<file path="src/antialiased_circle_stepper_top_macros.svh">
// ----------------------------------------------------------------------------
// antialiased_circle_stepper_top_macros.svh
// Assertion macros for the circle stepper; empty when SYNTHESIS is defined.
// ----------------------------------------------------------------------------
`ifndef ANTIALIASED_CIRCLE_STEPPER_TOP_MACROS_SVH
`define ANTIALIASED_CIRCLE_STEPPER_TOP_MACROS_SVH

`ifndef SYNTHESIS
// same-cycle implication, clocked on clk, off during reset
`define ACS_ASSERT_NOW(name, ante, cons, msg) \
  name: assert property (@(posedge clk) disable iff (!rst_n) (ante) |-> (cons)) \
    else $error(msg);
// next-cycle implication
`define ACS_ASSERT_NEXT(name, ante, cons, msg) \
  name: assert property (@(posedge clk) disable iff (!rst_n) (ante) |=> (cons)) \
    else $error(msg);
`else
`define ACS_ASSERT_NOW(name, ante, cons, msg)
`define ACS_ASSERT_NEXT(name, ante, cons, msg)
`endif

`endif

</file>
<file path="src/acs_pkg.sv">
// ----------------------------------------------------------------------------
// acs_pkg
// Shared widths, codes and the coverage-to-alpha function of the circle stepper.
// ----------------------------------------------------------------------------
`default_nettype none

package acs_pkg;

  localparam int FRAC_BITS  = 4;
  localparam int INT_BITS   = 12;

  localparam int CFG_W      = 16;              // radius and centre fields
  localparam int COORD_W    = 18;              // signed point coordinates
  localparam int MAG_W      = COORD_W - 1;     // magnitude fed to the squarer
  localparam int PROD_W     = 2 * MAG_W;
  localparam int RSQ_W      = 32;
  localparam int ROOT_W     = RSQ_W / 2;
  localparam int SUM_W      = COORD_W + 2;     // centre plus offset
  localparam int PIX_W      = 14;
  localparam int ALPHA_W    = 8;
  localparam int COV_W      = FRAC_BITS + 1;
  localparam int OCT_SHIFT  = 2 * FRAC_BITS + 1;

  localparam int IN_DATA_W  = 2 * CFG_W;
  localparam int OUT_DATA_W = 64;
  localparam int OUT_USER_W = 2;
  localparam int OUT_PAD_W  = OUT_DATA_W - 3 * PIX_W - 2 * ALPHA_W;
  localparam int USER_PAIR  = 0;
  localparam int USER_DONE  = 1;

  localparam logic [COORD_W-1:0] UNIT_C    = COORD_W'(2 ** FRAC_BITS);
  localparam logic [COV_W-1:0]   COV_ONE   = COV_W'(2 ** FRAC_BITS);
  localparam int                 SCALE_W   = COV_W + ALPHA_W;
  localparam int                 ALPHA_MAX = 2 ** ALPHA_W - 1;
  localparam int                 HALF_LSB  = (2 ** FRAC_BITS) / 2;

  typedef enum logic [1:0] {
    ST_IDLE,
    ST_SQUARE,
    ST_ROOT
  } state_t;

  // how the point moves on a step, or a restart
  typedef enum logic [1:0] {
    OP_RESTART,
    OP_VERT,
    OP_RIGHT,
    OP_LEFT
  } op_t;

  function automatic logic [ALPHA_W-1:0] alpha_of(input logic [COV_W-1:0] cov);
    logic [SCALE_W-1:0] scaled;
    logic [SCALE_W-1:0] shifted;
    scaled  = SCALE_W'(cov) * SCALE_W'(ALPHA_MAX) + SCALE_W'(HALF_LSB);
    shifted = scaled >> FRAC_BITS;
    if (shifted > SCALE_W'(ALPHA_MAX)) begin
      return ALPHA_W'(ALPHA_MAX);
    end
    return shifted[ALPHA_W-1:0];
  endfunction

endpackage

`default_nettype wire

</file>
<file path="src/acs_square.sv">
// ----------------------------------------------------------------------------
// acs_square
// Bit-serial squarer: one multiplier bit per cycle, shift and add.
// ----------------------------------------------------------------------------
`default_nettype none

module acs_square
  import acs_pkg::*;
(
  input  wire logic              clk,
  input  wire logic              rst_n,
  input  wire logic              start,
  input  wire logic [MAG_W-1:0]  operand,
  output logic                   done,
  output logic [PROD_W-1:0]      product
);

  localparam int CNT_W = $clog2(MAG_W);

  logic              busy_r;
  logic              done_r;
  logic [CNT_W-1:0]  cnt_r;
  logic [PROD_W-1:0] acc_r;
  logic [PROD_W-1:0] mcand_r;
  logic [MAG_W-1:0]  mplier_r;

  always_ff @(posedge clk) begin
    if (!rst_n) begin
      busy_r <= 1'b0;
      done_r <= 1'b0;
      cnt_r  <= '0;
    end else begin
      done_r <= 1'b0;
      if (start) begin
        busy_r <= 1'b1;
        cnt_r  <= '0;
      end else if (busy_r) begin
        cnt_r <= cnt_r + CNT_W'(1);
        if (cnt_r == CNT_W'(MAG_W - 1)) begin
          busy_r <= 1'b0;
          done_r <= 1'b1;
        end
      end
    end
  end

  always_ff @(posedge clk) begin
    if (start) begin
      acc_r    <= '0;
      mcand_r  <= PROD_W'(operand);
      mplier_r <= operand;
    end else if (busy_r) begin
      if (mplier_r[0]) begin
        acc_r <= acc_r + mcand_r;
      end
      mcand_r  <= mcand_r << 1;
      mplier_r <= mplier_r >> 1;
    end
  end

  assign done    = done_r;
  assign product = acc_r;

endmodule

`default_nettype wire

</file>
<file path="src/acs_isqrt.sv">
// ----------------------------------------------------------------------------
// acs_isqrt
// Digit-by-digit integer square root, one root bit per cycle.
// ----------------------------------------------------------------------------
`default_nettype none

module acs_isqrt
  import acs_pkg::*;
(
  input  wire logic              clk,
  input  wire logic              rst_n,
  input  wire logic              start,
  input  wire logic [RSQ_W-1:0]  radicand,
  output logic                   done,
  output logic [ROOT_W-1:0]      root
);

  localparam int CNT_W = $clog2(ROOT_W);
  localparam int REM_W = ROOT_W + 2;
  localparam int TRY_W = REM_W + 2;

  logic              busy_r;
  logic              done_r;
  logic [CNT_W-1:0]  cnt_r;
  logic [RSQ_W-1:0]  rad_r;
  logic [REM_W-1:0]  rem_r;
  logic [ROOT_W-1:0] root_r;

  logic [TRY_W-1:0]  rem_sh;
  logic [TRY_W-1:0]  trial;
  logic [TRY_W-1:0]  diff;
  logic              fits;

  // bring down the next two radicand bits and try appending a one
  always_comb begin
    rem_sh = {rem_r, rad_r[RSQ_W-1 -: 2]};
    trial  = {2'b00, root_r, 2'b01};
    diff   = rem_sh - trial;
    fits   = (rem_sh >= trial);
  end

  always_ff @(posedge clk) begin
    if (!rst_n) begin
      busy_r <= 1'b0;
      done_r <= 1'b0;
      cnt_r  <= '0;
    end else begin
      done_r <= 1'b0;
      if (start) begin
        busy_r <= 1'b1;
        cnt_r  <= '0;
      end else if (busy_r) begin
        cnt_r <= cnt_r + CNT_W'(1);
        if (cnt_r == CNT_W'(ROOT_W - 1)) begin
          busy_r <= 1'b0;
          done_r <= 1'b1;
        end
      end
    end
  end

  always_ff @(posedge clk) begin
    if (start) begin
      rad_r  <= radicand;
      rem_r  <= '0;
      root_r <= '0;
    end else if (busy_r) begin
      rad_r <= rad_r << 2;
      if (fits) begin
        rem_r  <= diff[REM_W-1:0];
        root_r <= {root_r[ROOT_W-2:0], 1'b1};
      end else begin
        rem_r  <= rem_sh[REM_W-1:0];
        root_r <= {root_r[ROOT_W-2:0], 1'b0};
      end
    end
  end

  assign done = done_r;
  assign root = root_r;

endmodule

`default_nettype wire

</file>
<file path="src/antialiased_circle_stepper_top.sv">
// ----------------------------------------------------------------------------
// antialiased_circle_stepper_top
// Anti-aliased circle stepper: emits mirrored pixel pairs with coverage.
// ----------------------------------------------------------------------------
// Usage
//   cfg_wr_en/cfg_wr_data load the radius (unsigned Q12.4); write it while idle.
//   in_* beats: tuser 1 restarts the trace at the top of the circle, tuser 0
//   steps it. Every input beat gives exactly one out_* beat, registered, in the
//   cycle after acceptance: a pixel pair (tuser[0]) for a step, a finished
//   marker (tuser[1]) once the half circle is done, all zeros for a restart.
//   A step or restart keeps the block busy through the bit-serial squarer
//   and then the digit-serial square root; the compare and subtract that
//   feed the root are combinational at the hand-off. A step whose square
//   passes the squared radius skips the root. A step after the end is
//   answered without leaving idle and leaves the state alone.
//   A new input beat is taken once the point update is finished and the
//   output register is free or being drained; a stalled receiver holds the
//   result and backs up the input side, nothing is dropped.
//   Reset (rst_n low, synchronous) clears radius, point and derived terms to
//   zero and empties the output register.
// ----------------------------------------------------------------------------
`default_nettype none

`include "antialiased_circle_stepper_top_macros.svh"

module antialiased_circle_stepper_top
  import acs_pkg::*;
(
  input  wire logic                  clk,
  input  wire logic                  rst_n,
  input  wire logic                  cfg_wr_en,
  input  wire logic [CFG_W-1:0]      cfg_wr_data,
  input  wire logic                  in_tvalid,
  output logic                       in_tready,
  input  wire logic [IN_DATA_W-1:0]  in_tdata,   // center_x, center_y
  input  wire logic                  in_tuser,   // req_type
  output logic                       out_tvalid,
  input  wire logic                  out_tready,
  // left_x, right_x, pixel_y, left_alpha, right_alpha, zero pad
  output logic [OUT_DATA_W-1:0]      out_tdata,
  output logic [OUT_USER_W-1:0]      out_tuser   // pair_valid, done_res
);

  localparam int LIM_PAD = COORD_W - INT_BITS - FRAC_BITS;

  state_t                   state_r, state_nxt;
  op_t                      op_r;
  logic [CFG_W-1:0]         radius_r;
  logic [COORD_W-1:0]       px_r;
  logic [COORD_W-1:0]       py_r;
  logic [RSQ_W-1:0]         rsq_r;
  logic [INT_BITS-1:0]      lim_r;
  logic                     out_valid_r;
  logic [OUT_DATA_W-1:0]    out_data_r;
  logic [OUT_USER_W-1:0]    out_user_r;

  logic                     in_fire;
  logic                     finished;
  logic [CFG_W-1:0]         cx, cy;
  logic signed [SUM_W-1:0]  cx_s, cy_s, x_s, y_s;
  logic signed [SUM_W-1:0]  lo_v, hi_v, pyv_v;
  logic                     is_vert;
  logic [COV_W-1:0]         cov_l, cov_r, cov_y;
  logic [ALPHA_W-1:0]       alpha_l, alpha_r;
  logic [COORD_W-1:0]       new_coord;
  logic [COORD_W-1:0]       new_neg;
  op_t                      new_op;
  logic [MAG_W-1:0]         sq_operand;

  logic                     sq_start, sq_done;
  logic [PROD_W-1:0]        sq_prod;
  logic                     sq_over;
  logic                     rt_start, rt_done;
  logic [RSQ_W-1:0]         rt_radicand;
  logic [ROOT_W-1:0]        rt_root;

  assign in_tready = (state_r == ST_IDLE) && (!out_valid_r || out_tready);
  assign in_fire   = in_tvalid && in_tready;
  assign finished  = px_r[COORD_W-1];
  assign cx        = in_tdata[CFG_W-1:0];
  assign cy        = in_tdata[IN_DATA_W-1:CFG_W];

  // pixel pair of the current point
  always_comb begin
    cx_s    = $signed({{(SUM_W-CFG_W){1'b0}}, cx});
    cy_s    = $signed({{(SUM_W-CFG_W){1'b0}}, cy});
    x_s     = $signed({{(SUM_W-COORD_W){px_r[COORD_W-1]}}, px_r});
    y_s     = $signed({{(SUM_W-COORD_W){py_r[COORD_W-1]}}, py_r});
    lo_v    = cx_s - x_s;
    hi_v    = cx_s + x_s;
    pyv_v   = cy_s + y_s;
    is_vert = $signed(px_r) >= $signed({{LIM_PAD{1'b0}}, lim_r, {FRAC_BITS{1'b0}}});
    cov_l   = COV_ONE - {1'b0, lo_v[FRAC_BITS-1:0]};
    cov_r   = {1'b0, hi_v[FRAC_BITS-1:0]};
    if (py_r[COORD_W-1]) begin
      cov_y = COV_ONE - {1'b0, pyv_v[FRAC_BITS-1:0]};
    end else begin
      cov_y = {1'b0, pyv_v[FRAC_BITS-1:0]};
    end
    alpha_l = is_vert ? alpha_of(cov_l) : alpha_of(cov_y);
    alpha_r = is_vert ? alpha_of(cov_r) : alpha_of(cov_y);
  end

  // coordinate that moves by one unit, and the magnitude to square
  always_comb begin
    if (in_tuser) begin
      new_op    = OP_RESTART;
      new_coord = '0;
    end else if (is_vert) begin
      new_op    = OP_VERT;
      new_coord = py_r + UNIT_C;
    end else if (py_r[COORD_W-1]) begin
      new_op    = OP_RIGHT;
      new_coord = px_r + UNIT_C;
    end else begin
      new_op    = OP_LEFT;
      new_coord = px_r - UNIT_C;
    end
    new_neg = -new_coord;
    if (in_tuser) begin
      sq_operand = MAG_W'(radius_r);
    end else if (new_coord[COORD_W-1]) begin
      sq_operand = new_neg[MAG_W-1:0];
    end else begin
      sq_operand = new_coord[MAG_W-1:0];
    end
  end

  assign sq_over = sq_prod > PROD_W'(rsq_r);

  always_comb begin
    if (op_r == OP_RESTART) begin
      rt_radicand = sq_prod[RSQ_W-1:0] >> OCT_SHIFT;
    end else begin
      rt_radicand = rsq_r - sq_prod[RSQ_W-1:0];
    end
  end

  // next state
  always_comb begin
    state_nxt = state_r;
    unique case (state_r)
      ST_IDLE: begin
        if (in_fire && (in_tuser || !finished)) begin
          state_nxt = ST_SQUARE;
        end
      end
      ST_SQUARE: begin
        if (sq_done) begin
          state_nxt = (op_r == OP_RESTART || !sq_over) ? ST_ROOT : ST_IDLE;
        end
      end
      ST_ROOT: begin
        if (rt_done) begin
          state_nxt = ST_IDLE;
        end
      end
      default: state_nxt = ST_IDLE;
    endcase
  end

  // unit starts
  always_comb begin
    sq_start = 1'b0;
    rt_start = 1'b0;
    unique case (state_r)
      ST_IDLE:   sq_start = in_fire && (in_tuser || !finished);
      ST_SQUARE: rt_start = sq_done && (op_r == OP_RESTART || !sq_over);
      ST_ROOT:   ;
      default:   ;
    endcase
  end

  always_ff @(posedge clk) begin
    if (!rst_n) begin
      state_r <= ST_IDLE;
    end else begin
      state_r <= state_nxt;
    end
  end

  always_ff @(posedge clk) begin
    if (!rst_n) begin
      radius_r <= '0;
    end else if (cfg_wr_en) begin
      radius_r <= cfg_wr_data;
    end
  end

  // point and derived terms
  always_ff @(posedge clk) begin
    if (!rst_n) begin
      px_r  <= '0;
      py_r  <= '0;
      rsq_r <= '0;
      lim_r <= '0;
      op_r  <= OP_RESTART;
    end else begin
      if (state_r == ST_IDLE && in_fire && (in_tuser || !finished)) begin
        op_r <= new_op;
        unique case (new_op)
          OP_RESTART: begin
            px_r <= '0;
            py_r <= -COORD_W'(radius_r);
          end
          OP_VERT:            py_r <= new_coord;
          OP_RIGHT, OP_LEFT:  px_r <= new_coord;
          default:            ;
        endcase
      end
      if (state_r == ST_SQUARE && sq_done) begin
        if (op_r == OP_RESTART) begin
          rsq_r <= sq_prod[RSQ_W-1:0];
        end else if (sq_over) begin
          // run went past the radius: mark the end, or clamp the root to zero
          if (op_r == OP_VERT) begin
            px_r <= -UNIT_C;
          end else begin
            py_r <= '0;
          end
        end
      end
      if (state_r == ST_ROOT && rt_done) begin
        unique case (op_r)
          OP_RESTART: lim_r <= rt_root[INT_BITS-1:0];
          OP_VERT:    px_r  <= COORD_W'(rt_root);
          OP_RIGHT:   py_r  <= -COORD_W'(rt_root);
          OP_LEFT:    py_r  <= COORD_W'(rt_root);
          default:    ;
        endcase
      end
    end
  end

  // output register
  always_ff @(posedge clk) begin
    if (!rst_n) begin
      out_valid_r <= 1'b0;
    end else if (in_fire) begin
      out_valid_r <= 1'b1;
    end else if (out_tready) begin
      out_valid_r <= 1'b0;
    end
  end

  always_ff @(posedge clk) begin
    if (in_fire) begin
      if (in_tuser) begin
        out_data_r <= '0;
        out_user_r <= '0;
      end else if (finished) begin
        out_data_r <= '0;
        out_user_r <= OUT_USER_W'(1) << USER_DONE;
      end else begin
        out_data_r <= {{OUT_PAD_W{1'b0}}, alpha_r, alpha_l,
                       pyv_v[FRAC_BITS +: PIX_W], hi_v[FRAC_BITS +: PIX_W],
                       lo_v[FRAC_BITS +: PIX_W]};
        out_user_r <= OUT_USER_W'(1) << USER_PAIR;
      end
    end
  end

  assign out_tvalid = out_valid_r;
  assign out_tdata  = out_data_r;
  assign out_tuser  = out_user_r;

  acs_square u_square (
    .clk     (clk),
    .rst_n   (rst_n),
    .start   (sq_start),
    .operand (sq_operand),
    .done    (sq_done),
    .product (sq_prod)
  );

  acs_isqrt u_isqrt (
    .clk      (clk),
    .rst_n    (rst_n),
    .start    (rt_start),
    .radicand (rt_radicand),
    .done     (rt_done),
    .root     (rt_root)
  );

  `ACS_ASSERT_NOW(a_sq_done_phase, sq_done, state_r == ST_SQUARE, "square done off phase")
  `ACS_ASSERT_NOW(a_rt_done_phase, rt_done, state_r == ST_ROOT, "root done off phase")
  `ACS_ASSERT_NEXT(a_restart, in_fire && in_tuser, px_r == '0 && state_r == ST_SQUARE, "reload")
  `ACS_ASSERT_NEXT(a_fin_idle, in_fire && !in_tuser && finished, state_r == ST_IDLE, "left idle")
  `ACS_ASSERT_NEXT(a_fin_beat, in_fire && !in_tuser && finished, out_user_r[USER_DONE], "no done")

endmodule

`default_nettype wire
</file>
<file path="config.mk">
export PLATFORM = sky130hd
export DESIGN_NAME = antialiased_circle_stepper_top
export DESIGN_NICKNAME = d
export VERILOG_FILES = /design/src/acs_pkg.sv /design/src/acs_square.sv /design/src/acs_isqrt.sv /design/src/antialiased_circle_stepper_top.sv
export VERILOG_INCLUDE_DIRS = /design/src /design/src/src
export SDC_FILE = /design/constraint.sdc
export NUM_CORES = 1
export LEC_CHECK = 0
export BUFFER_PORTS_ARGS = -buffer_cell sky130_fd_sc_hd__buf_2
export CAP_MARGIN = 20
export CORE_MARGIN = 4
export CORE_UTILIZATION = 35
export CTS_BUF_LIST = sky130_fd_sc_hd__clkbuf_4 sky130_fd_sc_hd__clkbuf_8
export DETAILED_ROUTE_END_ITERATION = 8
export GPL_TIMING_DRIVEN = 0
export PLACE_DENSITY = 0.57
export SYNTH_ARGS = -nofsm -noshare
export SYNTH_HDL_FRONTEND = slang
export SYNTH_SLANG_ARGS = --single-unit
</file>
<file path="constraint.sdc">
create_clock -name clk -period 7.7 [get_ports clk]
set_clock_uncertainty 0.1 [all_clocks]
set_input_delay 1.155 -clock clk [delete_from_list [all_inputs] [get_ports clk]]
set_output_delay 1.155 -clock clk [all_outputs]
set_load 0.05 [all_outputs]
</file>
==> impl_metrics.toml, run 1 <==
[placed_design]
port_buffers = 114
gp_routability_congestion = 0.932
place_hpwl_um = 57900
dp.cells = 3972

[setup_path]
timing.setup.critical_path_class = "reg2reg"
worst-r2r-cell-count = 22
slowest_cell_on_the_critical_path = "sky130_fd_sc_hd__fa_1"
arrival_ns = 7.54
worstReg2RegEnd = "out_tdata[56]$_SDFFCE_PP0P_"
timing.critical_path.slowest_cell_delay_ns = 0.65
critical_path.endpoint_type = "flip-flop"
crit_path_max_fanout = 7
crit_chain = "ha_1 > inv_1 > fa_1 > xnor2_1 > o31ai_1 > xnor2_1 > inv_1 > fa_1 > fa_1 > inv_1 > fa_1 > inv_1 > ha_1 > a31o_2 > a21o_1 > a21o_1 > a41o_1 > o41ai_1 > xnor2_1 > nand2_1 > o21ai_0 > a21oi_1"
ff2ff_setup_slack_ns = 0.47
rr_startpoint = "py_r[0]$_SDFF_PN0_"
worst_setup_path_start_kind = "flip-flop"
required_time_reported_for_the_critical_path_endpoint_ns = 8.01

[final_layout]
fin_nets = 3439
cell_count_final_fillers_out = 4088
multi_input_comb_area_um2 = 15600
post_route_cells_drive_above_1_share_pct = 9.07
num-fill-cells = 7233
areaGrowthSynthToFinish_pct = 13.2
layout.area.seq_um2 = 7770

[timing]
final_hold_viol_count = 0
final.period_utilization_pct = 93.9
grt_setup_unrepaired = "no"
shortest_clock_period_the_worst_path_allows_after_layout_ns = 7.23
finalSetupViolCount = 0
maxSlewViolCount = 0
max-slew-margin-rel_pct = 33.0
worst-slew-pin-transition_ns = 1.00
maxClockFrequency_mhz = 138

[route]
detailedRoute.firstPassIterationCount = 6
drt_iter0_markers = 1435
avgRoutedWirePerCell_um = 18.1
total_vias_in_the_final_route = 21400
route.detailed.drc = 0
vias_per_cell = 5.24
wirelength_um = 74100
remaining_number_of_nets_flagged_by_the_antenna_check_after_routing = 0

[synth]
yosys_most_used_dff = "sky130_fd_sc_hd__dfxtp_1"
synth_async_sr_flop_share_pct = 0
synth_top_area_share_pct = 16.1
synthDistinctLibCells = 88
synth.cell_area_um2 = 24700
netlist_top_cells_area = "sky130_fd_sc_hd__dfxtp_1, sky130_fd_sc_hd__edfxtp_1, sky130_fd_sc_hd__ha_1"
synthesis.area_per_instance_um2 = 8.50
yosys_reg_bits = 325
ys.warnings.count = 0
synth_cells = 2911
synth_enable_flop_cells = 126
synth_largest_area_cell = "sky130_fd_sc_hd__dfxtp_1"
yosysSeqAreaShare_pct = 31.4

[worst_hold_path]
hold_critical_path_endpoint = "lim_r[8]$_SDFFE_PN0P_"
worstHoldPathType = "reg2reg"
worst_hold_startpoint = "lim_r[8]$_SDFFE_PN0P_"
hold-path-cell-count = 2

[clock_tree]
tritoncts = "done"
clk_transition_reported_paths_ns = 0.07
cts.htree.levels = 2
max-clock-path-buffers = 3
number_of_setup_buffers_added_after_cts = 0
clock_insertion_delay_worst_skew_ns = 0.72
tritoncts_num_sinks = 325
cts-hold-fix-buffers = 0
cts_inserted_buffers = 59
clock_tree.root_cell = "sky130_fd_sc_hd__clkbuf_8"

[floorplan]
core_area_um2 = 70000
top_level_ports = 122
fp.dieW_um = 274
fp.dieH_um = 274
design.die.area_um2 = 75000
rows = 97
initial_core_util_pct = 35.3

[global_routing]
grt.total_usage_pct = 19.4
grt_max_degree = 66
globalRouteOverflowTotal = 0
first_global_vias = 20200
number_of_antenna_violations_at_the_first_check_in_global_routing = 1
wire_length_of_the_first_global_routing_pass_um = 115000

[run]
max_cap_viol_count = 0

[power_and_ir_drop]
finalPower_uw = 6800
maximum_resistive_drop_on_vdd_mv = 0.281
p_leak_uw = 0.0117
pwr_density_cell_nw_per_um2 = 243

[run_status]
run_status = "finished clean"
==> what timing repair did <==
action,CTS,global route
resized for setup,0,1
hold endpoints to repair,0,0
endpoints found under the setup margin,0,4
==> final cells by class <==
class,instances,area share (%)
Multi-Input combinational cell,2248,55.8
Sequential cell,325,27.7
Tap cell,940,4.20
Clock buffer,91,4.18
Inverter,202,2.71
Timing Repair Buffer,116,2.21
Buffer,141,2.18
Clock inverter,20,0.933
Antenna cell,5,0.0446
==> how the worst max path moves through the flow <==
stage                             from                           to  slack, ns
CTS                 py_r[0]$_SDFF_PN0_  out_tdata[56]$_SDFFCE_PP0P_       0.49
global placement          in_tdata[16]  out_tdata[56]$_SDFFCE_PP0P_      -0.12
global route        py_r[0]$_SDFF_PN0_  out_tdata[56]$_SDFFCE_PP0P_       0.02
floorplan                  in_tdata[0]  out_tdata[43]$_SDFFCE_PP0P_       0.68
detailed placement        in_tdata[16]  out_tdata[56]$_SDFFCE_PP0P_      -0.17
finish              py_r[0]$_SDFF_PN0_  out_tdata[56]$_SDFFCE_PP0P_       0.47
==> kinds of logic (layout without fill, tap and decap cells) <==
kind of cell	Yosys count	count (layout)	synth area share, %
mux	76	76	3.09
compound gates	764	764	20.1
other cells	1	11	0.0152
xor+xnor	194	194	6.87
buf+inv	343	570	5.52
fa+ha+maj	292	292	15.8
simple gates	916	916	17.2
flops	325	325	31.4
==> per-stage QoR <==
stage	util (%)	hold slack (ns)	instance area (um^2)	TNS, ns	worst slack (ns)
after global placement	37.9	0.354	26500	-0.195	-0.122
final	40.0	0.363	28000	0	0.467
after floorplan	-	0.339	24800	0	0.676
after CTS	40.0	0.366	28000	0	0.494
after global routing	40.0	0.383	28000	0	0.0221
after detailed placement	37.9	0.355	26600	-0.526	-0.169
==> per-layer routing <==
layer,vias up,routed length (um),global-route usage (%)
met5,-,0,0
met4,0,2080,5.39
met3,122,4510,3.06
met2,602,32100,30.0
met1,10000,35400,28.0
li1,10600,-,-
==> placed cells by master (no fill, tap or decap), drive strengths merged, types with 19 or more instances in the layout <==
master and instances:
xor2 77, a31oi 33, a211oi 29, nor3 57
a21oi 219, nor2 241, nand3 67, buf 150
or3 19, fa 35, nand2 320, a21boi 56
nand4 23, dfxtp 199, o21a 30, ha 257
o21ai 154, o22ai 19, clkbuf 198, nor2b 49
nand2b 35, mux2i 73, and3 27, inv 204
edfxtp 126, xnor2 117, a21o 76
==> cells in the mapped netlist, types with 16 or more instances <==
cell type and number:
sky130_fd_sc_hd__clkbuf_1 107, sky130_fd_sc_hd__o21a_1 30, sky130_fd_sc_hd__xor2_1 77, sky130_fd_sc_hd__o21bai_1 18
sky130_fd_sc_hd__nor2b_1 49, sky130_fd_sc_hd__nand4_1 23, sky130_fd_sc_hd__nand2_1 319, sky130_fd_sc_hd__and2_1 18
sky130_fd_sc_hd__a21o_1 76, sky130_fd_sc_hd__o211ai_1 16, sky130_fd_sc_hd__edfxtp_1 126, sky130_fd_sc_hd__nand2b_1 35
sky130_fd_sc_hd__dfxtp_1 199, sky130_fd_sc_hd__and3_1 27, sky130_fd_sc_hd__fa_1 35, sky130_fd_sc_hd__nand3_1 67
sky130_fd_sc_hd__a21boi_0 55, sky130_fd_sc_hd__a31oi_1 32, sky130_fd_sc_hd__a21oi_1 219, sky130_fd_sc_hd__xnor2_1 117
sky130_fd_sc_hd__inv_1 202, sky130_fd_sc_hd__mux2i_1 73, sky130_fd_sc_hd__nor2_1 240, sky130_fd_sc_hd__o21ai_0 141
sky130_fd_sc_hd__o22ai_1 19, sky130_fd_sc_hd__nor3_1 56, sky130_fd_sc_hd__or3_1 19, sky130_fd_sc_hd__ha_1 257
sky130_fd_sc_hd__a211oi_1 26, sky130_fd_sc_hd__buf_2 17
==> critical path, delay by kind of cell (launching register included) <==
family	cells	cell delay, ns
compound gates	8	1.92
xor+xnor	3	1.09
fa+ha+maj	6	2.72
buf+inv	4	0.39
flops	1	0.58
simple gates	1	0.16
==> where the power goes <==
part	total [uW]	internal (uW)	switching, uW
sequential	2090	1960	133
combinational	2730	1100	1630
clock	1980	1150	836
total	6800	4200	2600
==> sequential cells by signal (all words and copies together) (netlist names), 12 cells and up <==
name               count
out_tdata             58
u_isqrt.root          16
u_square.mplier_r     17
u_isqrt.rad_r         32
radius_r              16
lim_r                 12
py_r                  18
u_square.product      34
px_r                  18
rsq_r                 32
u_square.mcand_r      34
u_isqrt.rem_r         18
(Power assumes the default switching activity.)
==> run 2: changes to the inputs <==
CORE_MARGIN = 2   (was 4)
HOLD_SLACK_MARGIN = 0.15   (was default)
==> impl_metrics.toml, run 2 (synthesis results as in run 1) <==
[global_routing]
grt.total_usage_pct = 19.7
grt_max_degree = 62
grt.busiest_layer = "met2"
first_global_vias = 20300
grt_util_met3_pct = 2.74
gr-usage-met1_pct = 28.0
grt.met2_usage_pct = 31.5
number_of_antenna_violations_at_the_first_check_in_global_routing = 3
globalRouteOverflowTotal = 0
wire_length_of_the_first_global_routing_pass_um = 115000

[setup_path]
rr_startpoint = "py_r[0]$_SDFF_PN0_"
arrival_ns = 7.49
crit_path_max_fanout = 7
worstPathBufferInverterCount = 4
crit_chain = "ha_1 > inv_1 > fa_1 > xnor2_1 > o31ai_1 > xnor2_1 > inv_1 > fa_1 > fa_1 > inv_1 > fa_1 > inv_1 > ha_1 > a31o_2 > a21o_1 > a21o_1 > a41o_1 > o41ai_1 > xnor2_1 > nand2_1 > o21ai_0 > a21oi_1"
worstReg2RegEnd = "out_tdata[56]$_SDFFCE_PP0P_"
slowest_cell_on_the_critical_path = "sky130_fd_sc_hd__fa_1"
worst_setup_path_start_kind = "flip-flop"
required_time_reported_for_the_critical_path_endpoint_ns = 8.00
ff2ff_setup_slack_ns = 0.51
timing.setup.critical_path_class = "reg2reg"
worst-r2r-cell-count = 22
critical_path.endpoint_type = "flip-flop"
critical-path-top-delay-family = "adder cells"
timing.critical_path.slowest_cell_delay_ns = 0.65

[route]
total_vias_in_the_final_route = 21400
vias_per_cell = 5.24
wirelength_um = 73900
avgRoutedWirePerCell_um = 18.1
remaining_number_of_nets_flagged_by_the_antenna_check_after_routing = 0
route.detailed.drc = 0
detailedRoute.firstPassIterationCount = 6
drt_iter0_markers = 1722

[floorplan]
fp.dieH_um = 270
initial_core_util_pct = 35.3
rows = 97
core_area_um2 = 70000
design.die.area_um2 = 72900
fp.dieW_um = 270
top_level_ports = 122

[placed_design]
port_buffers = 114
place_worst_setup_slack_ns = -0.174
place_hpwl_um = 57800
gp_routability_congestion = 0.947

[timing]
shortest_clock_period_the_worst_path_allows_after_layout_ns = 7.19
worst-slew-pin-transition_ns = 0.961
maxClockFrequency_mhz = 139
finalSetupViolCount = 0
final_hold_viol_count = 0
maxSlewViolCount = 0
max-slew-margin-rel_pct = 35.4
final.period_utilization_pct = 93.4
final.hold.worst_slack_ns = 0.363
setup_ws_ns = 0.512
grt_setup_unrepaired = "no"

[final_layout]
layout.cells.most_common = "sky130_fd_sc_hd__nand2_1"
largest_register_ff_count = 58
post_route_cells_drive_above_1_share_pct = 9.02
fin_nets = 3441
areaGrowthSynthToFinish_pct = 12.9
most-common-layout-cells = "sky130_fd_sc_hd__nand2_1, sky130_fd_sc_hd__ha_1, sky130_fd_sc_hd__nor2_1"

[power_and_ir_drop]
p_leak_uw = 0.0117
pwr_density_cell_nw_per_um2 = 240
maximum_resistive_drop_on_vdd_mv = 0.286

[worst_hold_path]
worstHoldPathType = "reg2reg"
hold_critical_path_endpoint = "lim_r[7]$_SDFFE_PN0P_"
worst_hold_startpoint = "lim_r[7]$_SDFFE_PN0P_"
hold-path-cell-count = 2

[clock_tree]
cts_inserted_buffers = 61
clock_tree.root_cell = "sky130_fd_sc_hd__clkbuf_8"
max-clock-path-buffers = 3
clk_transition_reported_paths_ns = 0.06
clock_insertion_delay_worst_skew_ns = 0.72
tritoncts = "done"
cts-hold-fix-buffers = 0
cts.htree.levels = 2
tritoncts_num_sinks = 325

[run_status]
run_status = "finished clean"

[run]
max_cap_viol_count = 0
-- run 2: worst min-delay path, cell delays in order, from the launching register on --
cell and delay (ns):
sky130_fd_sc_hd__dfxtp_1 0.31, sky130_fd_sc_hd__nand2_1 0.04, sky130_fd_sc_hd__a21boi_0 0.06
-- run 2: where the power goes --
group	internal, uW	switching [uW]
registers	1960	133
logic	1100	1610
clock network	1060	839
-- run 2: per-layer routing --
layer  vias to the layer above  share of wire (%)  routed length (um)
li1                      10600                  -                   -
met1                     10100                 48               35600
met2                       577                 44               32800
met3                        92                5.5                4050
met4                         0                2.0                1460
met5                         -                  0                   0
-- run 2: worst max path at each step --
stage | startpoint | end | cells after the start
global route | px_r[1]$_SDFF_PN0_ | out_tdata[46]$_SDFFCE_PP0P_ | 22
floorplan | in_tdata[0] | out_tdata[43]$_SDFFCE_PP0P_ | 22
finish | py_r[0]$_SDFF_PN0_ | out_tdata[56]$_SDFFCE_PP0P_ | 22
detailed placement | in_tdata[16] | out_tdata[56]$_SDFFCE_PP0P_ | 23
global placement | in_tdata[16] | out_tdata[56]$_SDFFCE_PP0P_ | 23
CTS | py_r[0]$_SDFF_PN0_ | out_tdata[56]$_SDFFCE_PP0P_ | 22
-- run 2: stage by stage --
step	TNS, ns	std cells	cell area, um^2	util [%]	total power (uW)
2_1_floorplan	0	2916	24800	-	4180
3_3_place_gp	-0.525	3970	26500	37.9	4810
3_5_place_dp	-1.10	3972	26600	37.9	4820
4_1_cts	0	4087	27900	39.9	6750
5_1_grt	0	4088	27900	39.9	7170
6_report	0	4088	27900	39.9	6690
-- run 2: what timing repair did --
item,4_1_cts,5_1_grt
endpoints found under the hold margin,0,0
buffers inserted,0,0
setup endpoints to repair,0,4
resized for setup,0,1
-- run 2: final cells by class --
| type | count | area (um^2) |
|---|---|---|
| Fill cell | 7249 | 42100 |
| Multi-Input combinational cell | 2248 | 15600 |
| Sequential cell | 325 | 7770 |
| Tap cell | 940 | 1180 |
| Clock buffer | 76 | 983 |
| Inverter | 202 | 758 |
| Timing Repair Buffer | 116 | 618 |
| Buffer | 141 | 611 |
| Clock inverter | 39 | 374 |
| Antenna cell | 1 | 2.50 |
==> run 3: changes to the inputs <==
CORE_ASPECT_RATIO = 0.75   (was default)
==> impl_metrics.toml, run 3 (synthesis results as in run 1) <==
[run_status]
run_status = "finished clean"

[setup_path]
crit_path_max_fanout = 9
crit_chain = "inv_1 > ha_1 > nor2b_1 > o21ai_1 > nand2_1 > xnor2_1 > xnor2_1 > inv_1 > fa_1 > fa_1 > fa_1 > inv_1 > fa_1 > inv_1 > a21oi_1 > o21ai_0 > a21oi_1 > o21ai_0 > xnor2_1 > or4b_2 > o31a_1 > a21oi_1"
timing.critical_path.slowest_cell_delay_ns = 0.71
required_time_reported_for_the_critical_path_endpoint_ns = 8.14
critical_path.endpoint_type = "flip-flop"
arrival_ns = 7.54
worst_setup_path_start_kind = "flip-flop"
critical-path-top-delay-family = "adder cells"
timing.setup.critical_path_class = "reg2reg"
worstPathBufferInverterCount = 4
slowest_cell_on_the_critical_path = "sky130_fd_sc_hd__fa_1"

[clock_tree]
max-clock-path-buffers = 3
cts_inserted_buffers = 59
clock_insertion_delay_worst_skew_ns = 0.71
cts-hold-fix-buffers = 0
cts-resized-gates = 0
tritoncts_num_sinks = 325
clk_transition_reported_paths_ns = 0.06
tritoncts = "done"
cts.htree.levels = 2
number_of_setup_buffers_added_after_cts = 0
clock_tree.root_cell = "sky130_fd_sc_hd__clkbuf_8"

[run]
max_cap_viol_count = 0

[placed_design]
place_worst_setup_slack_ns = -0.0260
port_buffers = 114
place_hpwl_um = 59900
gp_routability_congestion = 0.939

[floorplan]
design.die.area_um2 = 72900
initial_core_util_pct = 35.4
fp.dieW_um = 311
fp.dieH_um = 234
rows = 84
core_area_um2 = 70000
top_level_ports = 122

[route]
wirelength_um = 76700
drt_iter0_markers = 1918
remaining_number_of_nets_flagged_by_the_antenna_check_after_routing = 0
total_vias_in_the_final_route = 21500
route.detailed.drc = 0
avgRoutedWirePerCell_um = 18.7
detailedRoute.firstPassIterationCount = 6
vias_per_cell = 5.26

[power_and_ir_drop]
maximum_resistive_drop_on_vdd_mv = 0.146
pwr_density_cell_nw_per_um2 = 240
p_leak_uw = 0.0116

[global_routing]
grt.total_usage_pct = 20.7
wire_length_of_the_first_global_routing_pass_um = 118000
grt_max_degree = 51
number_of_antenna_violations_at_the_first_check_in_global_routing = 1
first_global_vias = 19700
globalRouteOverflowTotal = 0

[timing]
final.period_utilization_pct = 92.2
shortest_clock_period_the_worst_path_allows_after_layout_ns = 7.10
finalSetupViolCount = 0
max-slew-margin-rel_pct = 36.0
worst-slew-pin-transition_ns = 0.957
grt_setup_unrepaired = "no"
final.hold.worst_slack_ns = 0.365
final_hold_viol_count = 0
setup_ws_ns = 0.602
maxSlewViolCount = 0
maxClockFrequency_mhz = 141

[final_layout]
post_route_cells_drive_above_1_share_pct = 8.91
num-fill-cells = 7249
most-common-layout-cells = "sky130_fd_sc_hd__nand2_1, sky130_fd_sc_hd__ha_1, sky130_fd_sc_hd__nor2_1"
fin_nets = 3440
largest_register_ff_count = 58
layout.cells.most_common = "sky130_fd_sc_hd__nand2_1"
areaGrowthSynthToFinish_pct = 12.6

[worst_hold_path]
worstHoldPathType = "reg2reg"
-- run 3: cell count changes in the layout (fill, tap and decap cells not counted), sizes merged --
cell,before,now
clkbuf,183,191
diode,1,2
clkinv,28,21
clkinvlp,2,3
bufinv,6,3
buf,150,151
inv,205,202
-- run 3: worst paths after layout --
| path | from | endpoint | slack [ns] | depth (start not counted) |
|---|---|---|---|---|
| hold / removal | lim_r[3]$_SDFFE_PN0P_ | lim_r[3]$_SDFFE_PN0P_ | 0.36 | 2 |
| setup reg to reg | px_r[1]$_SDFF_PN0_ | out_tdata[45]$_SDFFCE_PP0P_ | 0.60 | 22 |
| setup / recovery | px_r[1]$_SDFF_PN0_ | out_tdata[45]$_SDFFCE_PP0P_ | 0.60 | 22 |
| hold reg to reg | lim_r[3]$_SDFFE_PN0P_ | lim_r[3]$_SDFFE_PN0P_ | 0.36 | 2 |
-- run 3: routing by layer --
metal  global-route usage [%]  part of all wire, %
met1                     32.1                   52
met4                     4.38                  1.6
met2                     28.1                   38
met3                     5.24                  8.6
met5                        0                0.025
-- run 3: cell type report --
cell class	instances	area, um^2	area share, %
multi-input combinational	2248	15600	56.1
sequential	325	7770	27.9
tap	946	1180	4.25
clock buffer	84	1050	3.77
inverter	202	758	2.72
timing repair buffer	117	626	2.24
buffer	141	611	2.19
clock inverter	27	230	0.826
antenna	2	5.00	0.0180
-- run 3: report_power, final --
part	switching [uW]	internal, uW
logic	1700	1100
clock network	824	985
registers	125	1960
total	2650	4040
-- run 3: through the flow --
stage          instances  setup TNS [ns]  area, um^2  power [uW]  utilization [%]
5_1_grt             4091               0       27900        7140             39.8
3_3_place_gp        3976           -5.17       26500        4870             37.9
4_1_cts             4089               0       27900        6710             39.8
2_1_floorplan       2916               0       24800        4180                -
3_5_place_dp        3978         -0.0323       26600        4870             38.0
6_report            4092               0       27900        6690             39.8
-- run 3: worst min-delay path: cells and delay by family (launching register included) --
| family | cells | cell delay, ns |
|---|---|---|
| and+or+nand+nor | 1 | 0.05 |
| AOI/OAI and AO/OA | 1 | 0.06 |
| DFF | 1 | 0.31 |
